[config.mk]
export PLATFORM = sky130hd
export DESIGN_NAME = db_file_name_classifier_core
export DESIGN_NICKNAME = d
export VERILOG_FILES = /design/src/hdl/dbfn_pkg.sv /design/src/hdl/dbfn_parse.sv /design/src/hdl/db_file_name_classifier_core.sv
export SDC_FILE = /design/constraint.sdc
export NUM_CORES = 1
export LEC_CHECK = 0
export ABC_AREA = 1
export BUFFER_PORTS_ARGS = -buffer_cell sky130_fd_sc_hd__buf_2
export CAP_MARGIN = 25
export CORE_ASPECT_RATIO = 1.25
export CORE_MARGIN = 2
export CORE_UTILIZATION = 60
export DETAILED_ROUTE_END_ITERATION = 10
export PLACE_DENSITY = 0.79
export SYNTH_ARGS = -nofsm -noshare
export SYNTH_HDL_FRONTEND = slang
export SYNTH_SLANG_ARGS = --single-unit
[constraint.sdc]
create_clock -name clk -period 4.2 [get_ports clk]
set_input_delay 0.63 -clock clk [delete_from_list [all_inputs] [get_ports clk]]
set_output_delay 0.63 -clock clk [all_outputs]
set_load 0.05 [all_outputs]
[src/hdl/dbfn_pkg.sv]
`timescale 1ns / 1ps
`default_nettype none
// ----------------------------------------------------------------------------
// dbfn_pkg
// shared types, kind codes and name pattern tables for the file name classifier
// ----------------------------------------------------------------------------
package dbfn_pkg;

  localparam int LIT_COUNT    = 5;
  localparam int LIT_MANIFEST = 4;
  localparam int SUF_COUNT    = 4;
  localparam int NUM_W        = 64;
  localparam logic [3:0] POS_MAX = 4'd15;

  localparam logic [2:0] KIND_LOG        = 3'd0;
  localparam logic [2:0] KIND_LOCK       = 3'd1;
  localparam logic [2:0] KIND_TABLE      = 3'd2;
  localparam logic [2:0] KIND_DESCRIPTOR = 3'd3;
  localparam logic [2:0] KIND_CURRENT    = 3'd4;
  localparam logic [2:0] KIND_TEMP       = 3'd5;
  localparam logic [2:0] KIND_INFO       = 3'd6;

  localparam logic [7:0] CHAR_ZERO = 8'h30;
  localparam logic [7:0] CHAR_NINE = 8'h39;

  typedef enum logic [2:0] {
    PH_START,
    PH_LITERAL,
    PH_MANIFEST,
    PH_NUMBER,
    PH_SUFFIX,
    PH_DEAD
  } phase_t;

  typedef struct packed {
    logic [7:0] char_code;
    logic       last_char;
  } in_beat_t;

  typedef struct packed {
    logic             name_valid;
    logic [2:0]       file_kind;
    logic [NUM_W-1:0] file_number;
  } out_beat_t;

  // fixed names, left aligned in 9 bytes
  function automatic logic [71:0] lit_text(input logic [2:0] idx);
    logic [71:0] t;
    unique case (idx)
      3'd0:    t = {"CURRENT", 16'h0000};
      3'd1:    t = {"LOCK", 40'h0};
      3'd2:    t = {"LOG", 48'h0};
      3'd3:    t = {"LOG.old", 16'h0000};
      3'd4:    t = "MANIFEST-";
      default: t = '0;
    endcase
    return t;
  endfunction

  function automatic logic [3:0] lit_len(input logic [2:0] idx);
    logic [3:0] n;
    unique case (idx)
      3'd0:    n = 4'd7;
      3'd1:    n = 4'd4;
      3'd2:    n = 4'd3;
      3'd3:    n = 4'd7;
      3'd4:    n = 4'd9;
      default: n = 4'd0;
    endcase
    return n;
  endfunction

  function automatic logic [2:0] lit_kind(input logic [2:0] idx);
    logic [2:0] k;
    unique case (idx)
      3'd0:    k = KIND_CURRENT;
      3'd1:    k = KIND_LOCK;
      3'd2:    k = KIND_INFO;
      3'd3:    k = KIND_INFO;
      3'd4:    k = KIND_DESCRIPTOR;
      default: k = KIND_LOG;
    endcase
    return k;
  endfunction

  function automatic logic [7:0] lit_char(input logic [2:0] idx, input logic [3:0] pos);
    logic [71:0] sh;
    sh = lit_text(idx) << {pos, 3'b000};
    return sh[71:64];
  endfunction

  // suffixes, left aligned in 6 bytes
  function automatic logic [47:0] suf_text(input logic [1:0] idx);
    logic [47:0] t;
    unique case (idx)
      2'd0: t = {".log", 16'h0000};
      2'd1: t = {".sst", 16'h0000};
      2'd2: t = {".ldb", 16'h0000};
      2'd3: t = ".dbtmp";
    endcase
    return t;
  endfunction

  function automatic logic [3:0] suf_len(input logic [1:0] idx);
    return (idx == 2'd3) ? 4'd6 : 4'd4;
  endfunction

  function automatic logic [2:0] suf_kind(input logic [1:0] idx);
    logic [2:0] k;
    unique case (idx)
      2'd0: k = KIND_LOG;
      2'd1: k = KIND_TABLE;
      2'd2: k = KIND_TABLE;
      2'd3: k = KIND_TEMP;
    endcase
    return k;
  endfunction

  function automatic logic [7:0] suf_char(input logic [1:0] idx, input logic [3:0] pos);
    logic [47:0] sh;
    sh = suf_text(idx) << {pos, 3'b000};
    return sh[47:40];
  endfunction

endpackage
`default_nettype wire

[src/hdl/dbfn_parse.sv]
`timescale 1ns / 1ps
`default_nettype none
// ----------------------------------------------------------------------------
// dbfn_parse
// per-name parse state and the combinational step over one character
// ----------------------------------------------------------------------------
module dbfn_parse (
  input  wire logic                clk,
  input  wire logic                rst,
  input  wire logic                step,
  input  wire dbfn_pkg::in_beat_t  beat,
  output dbfn_pkg::out_beat_t      result
);

  localparam logic [3:0] MANIFEST_LEN = dbfn_pkg::lit_len(3'(dbfn_pkg::LIT_MANIFEST));

  dbfn_pkg::phase_t                   phase, phase_next;
  logic [dbfn_pkg::LIT_COUNT-1:0]     lit_cand, lit_cand_next;
  logic [3:0]                         pos, pos_next;
  logic [dbfn_pkg::SUF_COUNT-1:0]     suf_cand, suf_cand_next;
  logic [dbfn_pkg::NUM_W-1:0]         acc, acc_next;
  logic                               digit_seen, digit_seen_next;

  logic [7:0]                         ch;
  logic                               is_digit;
  logic [3:0]                         digit;
  dbfn_pkg::phase_t                   eff_phase;
  logic [dbfn_pkg::LIT_COUNT-1:0]     lit_keep;
  logic [3:0]                         pos_inc;
  logic                               lit_hit;
  logic [2:0]                         lit_hit_kind;
  logic [dbfn_pkg::NUM_W+3:0]         acc_sum;
  logic                               ovf;
  logic                               to_suffix;
  logic                               in_suffix;
  logic [3:0]                         suf_pos;
  logic [3:0]                         suf_pos_inc;
  logic [dbfn_pkg::SUF_COUNT-1:0]     suf_keep;
  logic                               suf_hit;
  logic [2:0]                         suf_hit_kind;

  assign ch       = beat.char_code;
  assign is_digit = (ch >= dbfn_pkg::CHAR_ZERO) && (ch <= dbfn_pkg::CHAR_NINE);
  assign digit    = ch[3:0];

  // first character picks number or fixed name
  assign eff_phase = (phase == dbfn_pkg::PH_START) ?
                     (is_digit ? dbfn_pkg::PH_NUMBER : dbfn_pkg::PH_LITERAL) : phase;

  assign pos_inc = (pos == dbfn_pkg::POS_MAX) ? pos : pos + 4'd1;

  // acc * 10 + digit, carry bits flag overflow past 64 bits
  assign acc_sum = {1'b0, acc, 3'b000} + {3'b000, acc, 1'b0}
                 + {{dbfn_pkg::NUM_W{1'b0}}, digit};
  assign ovf     = |acc_sum[dbfn_pkg::NUM_W+3:dbfn_pkg::NUM_W];

  assign to_suffix   = (eff_phase == dbfn_pkg::PH_NUMBER) && !is_digit && digit_seen;
  assign in_suffix   = (eff_phase == dbfn_pkg::PH_SUFFIX) || to_suffix;
  assign suf_pos     = to_suffix ? 4'd0 : pos;
  assign suf_pos_inc = (suf_pos == dbfn_pkg::POS_MAX) ? suf_pos : suf_pos + 4'd1;

  always_comb begin
    lit_hit      = 1'b0;
    lit_hit_kind = dbfn_pkg::KIND_LOG;
    for (int i = 0; i < dbfn_pkg::LIT_COUNT; i++) begin
      lit_keep[i] = lit_cand[i] && (pos < dbfn_pkg::lit_len(3'(i)))
                  && (dbfn_pkg::lit_char(3'(i), pos) == ch);
    end
    // lowest index wins
    for (int i = dbfn_pkg::LIT_COUNT - 1; i >= 0; i--) begin
      if (lit_keep[i] && (i != dbfn_pkg::LIT_MANIFEST)
          && (dbfn_pkg::lit_len(3'(i)) == pos_inc)) begin
        lit_hit      = 1'b1;
        lit_hit_kind = dbfn_pkg::lit_kind(3'(i));
      end
    end
  end

  always_comb begin
    suf_hit      = 1'b0;
    suf_hit_kind = dbfn_pkg::KIND_LOG;
    for (int i = 0; i < dbfn_pkg::SUF_COUNT; i++) begin
      suf_keep[i] = suf_cand[i] && (suf_pos < dbfn_pkg::suf_len(2'(i)))
                  && (dbfn_pkg::suf_char(2'(i), suf_pos) == ch);
    end
    for (int i = dbfn_pkg::SUF_COUNT - 1; i >= 0; i--) begin
      if (suf_keep[i] && (dbfn_pkg::suf_len(2'(i)) == suf_pos_inc)) begin
        suf_hit      = 1'b1;
        suf_hit_kind = dbfn_pkg::suf_kind(2'(i));
      end
    end
  end

  // next state
  always_comb begin
    phase_next      = phase;
    lit_cand_next   = lit_cand;
    pos_next        = pos;
    suf_cand_next   = suf_cand;
    acc_next        = acc;
    digit_seen_next = digit_seen;
    if (beat.last_char) begin
      phase_next      = dbfn_pkg::PH_START;
      lit_cand_next   = '1;
      pos_next        = 4'd0;
      suf_cand_next   = '1;
      acc_next        = '0;
      digit_seen_next = 1'b0;
    end else if (in_suffix) begin
      suf_cand_next = suf_keep;
      pos_next      = suf_pos_inc;
      phase_next    = (suf_keep == '0) ? dbfn_pkg::PH_DEAD : dbfn_pkg::PH_SUFFIX;
    end else begin
      unique case (eff_phase)
        dbfn_pkg::PH_LITERAL: begin
          lit_cand_next = lit_keep;
          pos_next      = pos_inc;
          if (lit_keep == '0) begin
            phase_next = dbfn_pkg::PH_DEAD;
          end else if (lit_keep[dbfn_pkg::LIT_MANIFEST] && (pos_inc == MANIFEST_LEN)) begin
            phase_next = dbfn_pkg::PH_MANIFEST;
          end else begin
            phase_next = dbfn_pkg::PH_LITERAL;
          end
        end
        dbfn_pkg::PH_MANIFEST, dbfn_pkg::PH_NUMBER: begin
          if (!is_digit || ovf) begin
            phase_next = dbfn_pkg::PH_DEAD;
          end else begin
            phase_next      = eff_phase;
            acc_next        = acc_sum[dbfn_pkg::NUM_W-1:0];
            digit_seen_next = 1'b1;
          end
        end
        dbfn_pkg::PH_START, dbfn_pkg::PH_SUFFIX, dbfn_pkg::PH_DEAD: begin
          phase_next = dbfn_pkg::PH_DEAD;
        end
        default: phase_next = dbfn_pkg::PH_DEAD;
      endcase
    end
  end

  // result of a last character
  always_comb begin
    result = '0;
    if (in_suffix) begin
      if (suf_hit) begin
        result.name_valid  = 1'b1;
        result.file_kind   = suf_hit_kind;
        result.file_number = acc;
      end
    end else if (eff_phase == dbfn_pkg::PH_LITERAL) begin
      if (lit_hit) begin
        result.name_valid = 1'b1;
        result.file_kind  = lit_hit_kind;
      end
    end else if (eff_phase == dbfn_pkg::PH_MANIFEST) begin
      if (is_digit && !ovf) begin
        result.name_valid  = 1'b1;
        result.file_kind   = dbfn_pkg::KIND_DESCRIPTOR;
        result.file_number = acc_sum[dbfn_pkg::NUM_W-1:0];
      end
    end
  end

  always_ff @(posedge clk) begin
    if (rst) begin
      phase      <= dbfn_pkg::PH_START;
      lit_cand   <= '1;
      pos        <= 4'd0;
      suf_cand   <= '1;
      acc        <= '0;
      digit_seen <= 1'b0;
    end else if (step) begin
      phase      <= phase_next;
      lit_cand   <= lit_cand_next;
      pos        <= pos_next;
      suf_cand   <= suf_cand_next;
      acc        <= acc_next;
      digit_seen <= digit_seen_next;
    end
  end

endmodule
`default_nettype wire

[src/hdl/db_file_name_classifier_core.sv]
`timescale 1ns / 1ps
`default_nettype none
// path: a character beat is captured in the input register and then parsed; a final
//   character's result is loaded into the result register when it is parsed
// throughput: one character per cycle while char_stall is low, limited by the parse step
// reset: rst (synchronous) empties both registers and returns the parser to the
//   start of a name
// ----------------------------------------------------------------------------
// db_file_name_classifier_core
// classifies a file name streamed one character per beat, one result per name
// ----------------------------------------------------------------------------
module db_file_name_classifier_core (
  input  wire logic                clk,
  input  wire logic                rst,
  input  wire logic                char_valid,
  output logic                     char_stall,
  input  wire dbfn_pkg::in_beat_t  char_beat,
  output logic                     result_valid,
  input  wire logic                result_stall,
  output dbfn_pkg::out_beat_t      result_beat
);

  // input register
  logic                in_full, in_full_next;
  dbfn_pkg::in_beat_t  in_q;
  // result register
  logic                res_full, res_full_next;
  dbfn_pkg::out_beat_t res_q;

  logic                char_take;
  logic                advance;
  logic                step;
  logic                res_load;
  dbfn_pkg::out_beat_t step_result;

  // only a final character needs room in the result register; the others
  // move on even while a result waits downstream
  assign advance    = !(in_q.last_char && res_full && result_stall);
  assign step       = in_full && advance;
  assign res_load   = step && in_q.last_char;
  assign char_stall = in_full && !advance;
  assign char_take  = char_valid && !char_stall;

  assign in_full_next  = char_take ? 1'b1 : (step ? 1'b0 : in_full);
  assign res_full_next = res_load ? 1'b1 : (result_stall ? res_full : 1'b0);

  dbfn_parse u_parse (
    .clk    (clk),
    .rst    (rst),
    .step   (step),
    .beat   (in_q),
    .result (step_result)
  );

  always_ff @(posedge clk) begin
    if (rst) begin
      in_full  <= 1'b0;
      res_full <= 1'b0;
    end else begin
      in_full  <= in_full_next;
      res_full <= res_full_next;
    end
  end

  // payload registers
  always_ff @(posedge clk) begin
    if (char_take) begin
      in_q <= char_beat;
    end
    if (res_load) begin
      res_q <= step_result;
    end
  end

  assign result_valid = res_full;
  assign result_beat  = res_q;

  // a new result only ever comes from a final character in the input register
  a_result_from_last: assert property (@(posedge clk) disable iff (rst)
    $rose(result_valid) |-> $past(in_full && in_q.last_char))
    else $error("result appeared without a final character");

  // characters that do not end a name never hold up the input
  a_mid_no_stall: assert property (@(posedge clk) disable iff (rst)
    (in_full && !in_q.last_char) |-> !char_stall)
    else $error("stall on a non-final character");

  // invalid names carry zero kind and number
  a_invalid_zero: assert property (@(posedge clk) disable iff (rst)
    (result_valid && !result_beat.name_valid) |->
      (result_beat.file_kind == dbfn_pkg::KIND_LOG && result_beat.file_number == '0))
    else $error("invalid name with nonzero fields");

  // stall toward the sender only while a finished result is held
  a_stall_cause: assert property (@(posedge clk) disable iff (rst)
    char_stall |-> (result_valid && result_stall))
    else $error("input stalled with no held result");

endmodule
`default_nettype wire
After elaboration in Yosys (flattened, before gate mapping) --
Index checks and enable logic that the tools add are counted.
Word-level totals: register bits after elaboration 160, input bits 13, output and inout bits 70, word-level logic and storage cells 170
Operators by class: $add $sub $neg 4, $lt $le $gt $ge 8, equal/unequal tests 24, shifts and indexed selects 9, mux-type cells 55, reduce and logical (&&, ||, !) cells 57
Operators by type and width (count):
- $shl A71 B7 Y72 const A | 5
- $mux W64 | 5
- $mux W68 | 4
- $shl A46 B7 Y48 const A | 4
- $eq A8 B8 Y1 | 9
- $add A67 B65 Y68 | 1
- $add A68 B4 Y68 | 1
- $mux W4 | 10
- $mux W3 | 13
- $logic_and A1 B1 Y1 | 37
- $mux W1 | 17
- $eq A3 B4 Y1 const A | 4
- $lt A4 B3 Y1 const B | 4
- $mux W5 | 3
- $eq A4 B4 Y1 const B | 3
- $add A4 B1 Y4 const B | 2
- $ge A8 B6 Y1 const B | 1
- $le A8 B6 Y1 const B | 1
- $reduce_bool A2 Y1 | 4
- $eq A3 B2 Y1 const B | 2
- $pmux W3 S2 | 1
- $logic_not A5 Y1 | 1
- $eq A2 B4 Y1 const A | 1
- $logic_not A1 Y1 | 4
- 16 further kinds | 20

Depth between registers and ports, before layout --
depth in word-level cells 18, mapped depth 27, mapped depth without buffers 24

Hierarchy --
A second synthesis with hierarchy kept.
Second synthesis, totals: cell total of the unflattened synthesis 2102, area total of the unflattened synthesis 14351.3 sq um
By module, submodules not included:
- dbfn_parse | instances 1, cells each 2006, area each 11928.9 sq um, sequential area each 1621.6 sq um
- db_file_name_classifier_core | instances 1, cells each 96, area each 2422.3 sq um, sequential area each 2352.3 sq um

Worst setup path after synthesis --
OpenSTA, ideal clock, no wires.
path kind register to register, start point register in_q[4] (netlist name), end point register res_q, in the netlist result_beat[43], data pin, library setup time 0.130 ns, data arrival time 3.223 ns, required time 4.070 ns, setup slack 0.847 ns, stages on the path, launching flop included 23, buffers on the path 3, period minus slack after synthesis 3.353 ns, cells stage by stage edfxtp_1 -> buf_6 -> inv_1 -> fa_1 -> fa_1 -> nand3b_1 -> nand2_1 -> nand2_1 -> nand2_1 -> nand2_1 -> nand2_2 -> nand2_1 -> nand2_2 -> nand2_1 -> nand3_1 -> nand2_1 -> nor2_4 -> nand2_2 -> nor3_2 -> buf_4 -> clkbuf_4 -> nand2_1 -> nand2_1
RTL lines:
- start, declared | RTL line db_file_name_classifier_core.sv:25 | dbfn_pkg::in_beat_t in_q;
- start signal, assigned | RTL line db_file_name_classifier_core.sv:68 | in_q <= char_beat;
- end signal, assigned | RTL line db_file_name_classifier_core.sv:71 | res_q <= step_result;
- end, declared | RTL line db_file_name_classifier_core.sv:28 | dbfn_pkg::out_beat_t res_q;

==> results.md <==
* RSZ-0062 raised after global routing: false
* Mean Syn Cell Area at between 6 and 7 µm²
* Critical path type: register to register
* Skew final at between 0.01 and 0.015 ns
* DRT Pass-1 Iters at 5
* Min Tclk post-route at 3.88 ns
* Largest net degree at the start of global routing at 66
* # diodes at 0
* Post-synthesis sequential area ratio at 0.281
* Number of port buffers at between 80 and 90
* Vias in the first global route at ~14000
* Post-DP HPWL at approximately 32000 µm
* Fin crit share at 0.923
* Number of DRC violations after detailed-routing iteration 0 at around 860
* IO Count at slightly above 80
* Clk sinks at 160
* Setup WS pre-CTS at approximately 0.37 ns
* Max frequency at 258 MHz
* First-pass GRT wire length at around 69000 µm
* Synth area leader: nand2_1
* Final setup viols at 0
* Critical Path Start Type: register
* Status: completed
* Worst Path Max Fanout at between 60 and 70
* Max-cap violations at 0
* WL final at between 40000 and 50000 µm
* Top Usage Layer GRT: met2
* Fraction of layout cells with a size suffix above 1 at 0.0881
* Number of CTS-inserted buffers at 17
* Worst-Margin Slew at approximately 0.93 ns
* LEAKAGE at 0.00819 µW
* R2R setup slack at between 0.3 and 0.4 ns
* Final nets at 2312
* Routed via count at approximately 14000
* Fillers at 2094
* All-Layer GR Usage at 0.348
* Share of the synthesized area in the top cell type at 0.201
* Die area at 24800 µm²
* Hold Crit Class: input port to register
* Crit path cell chain: inv_1, fa_1, fa_1, nor2_1, nand2_1, nand3b_1, nand2_1, nand2_1, nand2_1, nand2_2, nand2_2, nand3_1, nand2_1, nor2_2, nand2_2, nor3_4, buf_12, inv_1, o211ai_1
* Met3 Use GR at 0.0567
* CP Capture Type: register
* Post-Syn Area at roughly 14000 µm²
* CP max-delay cell: fa_1
* Slowest stage delay, CP at just under 0.5 ns
* PwrDens at around 240 nW/µm²
* Peak supply drop at between 0.2 and 0.3 mV
* Cells after Synth at roughly 2100
* Clock Pin Slew Worst Setup and Hold Paths at approximately 0.08 ns
* Floorplan row count at 62
* CTS max path bufs at 2
* CTS Hold Bufs at 0
* Buf+Inv Stages, Crit Path at 3
* Post-CTS Repair Setup Buffers at 0
* Worst EP arrival at between 4 and 5 ns
* GRT overflow at 0
* Area delta synth->final at 7.53%
* #FFs+latches synth at 160
* Mapped Nets at approximately 2300
* Core area at approximately 23000 µm²
* Residual DRC at 0
* Final setup TNS at 0 ns
* GR Util met2 at 0.621
* Height of the die at about 180 µm
* Initial antenna violation count at 0
* Final ANT Viol Nets at 0
* CP Data Required Time at ~4.5 ns
* CP top delay family: simple AND/OR/NAND/NOR gates
* Ys Warns at 0
* Max_slew headroom at 0.379
* Wire length per cell at between 15 and 20 µm
* Placer Congestion at around 1.0
* Distinct cells, synth at 53
* Met1 Use GR at 0.389
* Synth top area cells: nand2_1 (20%), edfxtp_1 (16%), ha_1 (13%), dfxtp_1 (12%), inv_1 (6.5%)
* Most frequent CP cell: nand2_1
* Hold Vio Cnt, Final at 0
* Pins over their slew limit at 0
* Vias per inst at between 5 and 6
* Insertion delay to the later sink of the worst-skew pair at between 0.4 and 0.5 ns
* Starting Density at 0.613
* CTS tree: yes
* Final setup margin at 0.324 ns
* # resized after CTS at 0
* H-tree depth at 4
* CTS root buf: clkbuf_16
* Die X at ~140 µm
synthesized netlist by cell type (all sizes together):
library cell and n:
nand2 786, inv 253, nor2 186, a21oi 149, ha 142, nand4 86
dfxtp 83, nand3 82, edfxtp 77, xor2 48, o21ai 42, buf 40
clkbuf 22, nor3 20, xnor2 14, o21bai 9, a211oi 8, and3 7
a31oi 6, nor4 6, and2 5, a21o 4, nand3b 4, a221oi 3
clkinv 3, o22ai 3, or2 3, a211o 2, fa 2, o2111ai 2
o211ai 2, o31ai 2, a31o 1
metrics by stage:
step | power [µW] | cells | hold slack (ns) | utilization | cell area (µm²)
after floorplan | 1970 | 2102 | 0.428 | - | 14100
after global placement | 2070 | 2424 | 0.448 | 0.634 | 14600
after detailed placement | 2070 | 2424 | 0.456 | 0.634 | 14600
after CTS | 3610 | 2456 | 0.346 | 0.659 | 15200
after global routing | 3720 | 2456 | 0.341 | 0.659 | 15200
final | 3610 | 2456 | 0.347 | 0.659 | 15200
final cells by class:
type | instances | area (µm²) | area share
inverters | 256 | 961 | 0.0633
flip-flops and latches | 160 | 3970 | 0.262
clock buffers | 18 | 429 | 0.0283
clock inverters | 14 | 144 | 0.00948
repair buffers | 96 | 566 | 0.0373
well taps | 288 | 360 | 0.0237
multi-input cells | 1624 | 8750 | 0.576
kinds of logic (layout without fill, tap and decap cells):
kind of cell,Yosys count,in the layout,share of synthesized area
buffers and inverters,318,384,0.100
DFF,160,160,0.281
AOI/OAI and AO/OA,233,233,0.0916
adders and majority gates,144,144,0.129
xor gates and xnor gates,62,62,0.0385
and+or+nand+nor,1185,1185,0.360
per-layer routing:
metal | vias to the layer above | routed length [µm] | share of wire
met5 | - | 0 | 0
met4 | 0 | 2330 | 0.055
met3 | 148 | 2510 | 0.059
met2 | 559 | 21300 | 0.50
met1 | 6376 | 16500 | 0.39
li1 | 6932 | - | -
worst paths after layout:
path,from,end,cells after the start
worst max-delay path,in_q[4]$_DFFE_PP_,result_beat[65]$_DFFE_PP_,19
worst min-delay path,char_beat[8],in_q[8]$_DFFE_PP_,1
worst max register to register,in_q[4]$_DFFE_PP_,result_beat[65]$_DFFE_PP_,19
worst min register to register,u_parse.lit_cand[3]$_SDFFE_PP1P_,u_parse.lit_cand[3]$_SDFFE_PP1P_,2
cells in the final DEF (no fill, tap or decap), types with 4 or more instances in the layout:
cell	synthesis	routed
a211oi_1	7	7
a21o_1	4	4
a21oi_1	148	148
a31oi_1	6	6
and2_1	5	5
and3_1	7	7
buf_12	0	4
buf_2	10	82
buf_4	9	10
clkbuf_16	0	17
dfxtp_1	83	83
edfxtp_1	77	77
ha_1	142	142
inv_1	246	245
inv_2	7	8
inv_6	0	5
nand2_1	757	756
nand2_2	23	24
nand2_4	5	5
nand3_1	79	79
nand4_1	84	84
nor2_1	178	178
nor2_2	5	5
nor3_1	17	17
nor4_1	6	6
o21ai_0	37	37
o21ai_2	4	4
o21bai_1	9	9
xnor2_1	14	14
xor2_1	48	48
sequential cells by signal, indices dropped and copies added (netlist names):
name / count
in_full: 1
in_q: 9
result_beat: 68
result_valid: 1
u_parse.acc: 64
u_parse.digit_seen: 1
u_parse.lit_cand: 5
u_parse.phase: 3
u_parse.pos: 4
u_parse.suf_cand: 4
power by group:
part,total [µW],internal (µW),switching [µW]
logic,368,100,267
clock network,1570,837,728
registers,1670,1650,26.1
(Power assumes the default switching activity.)
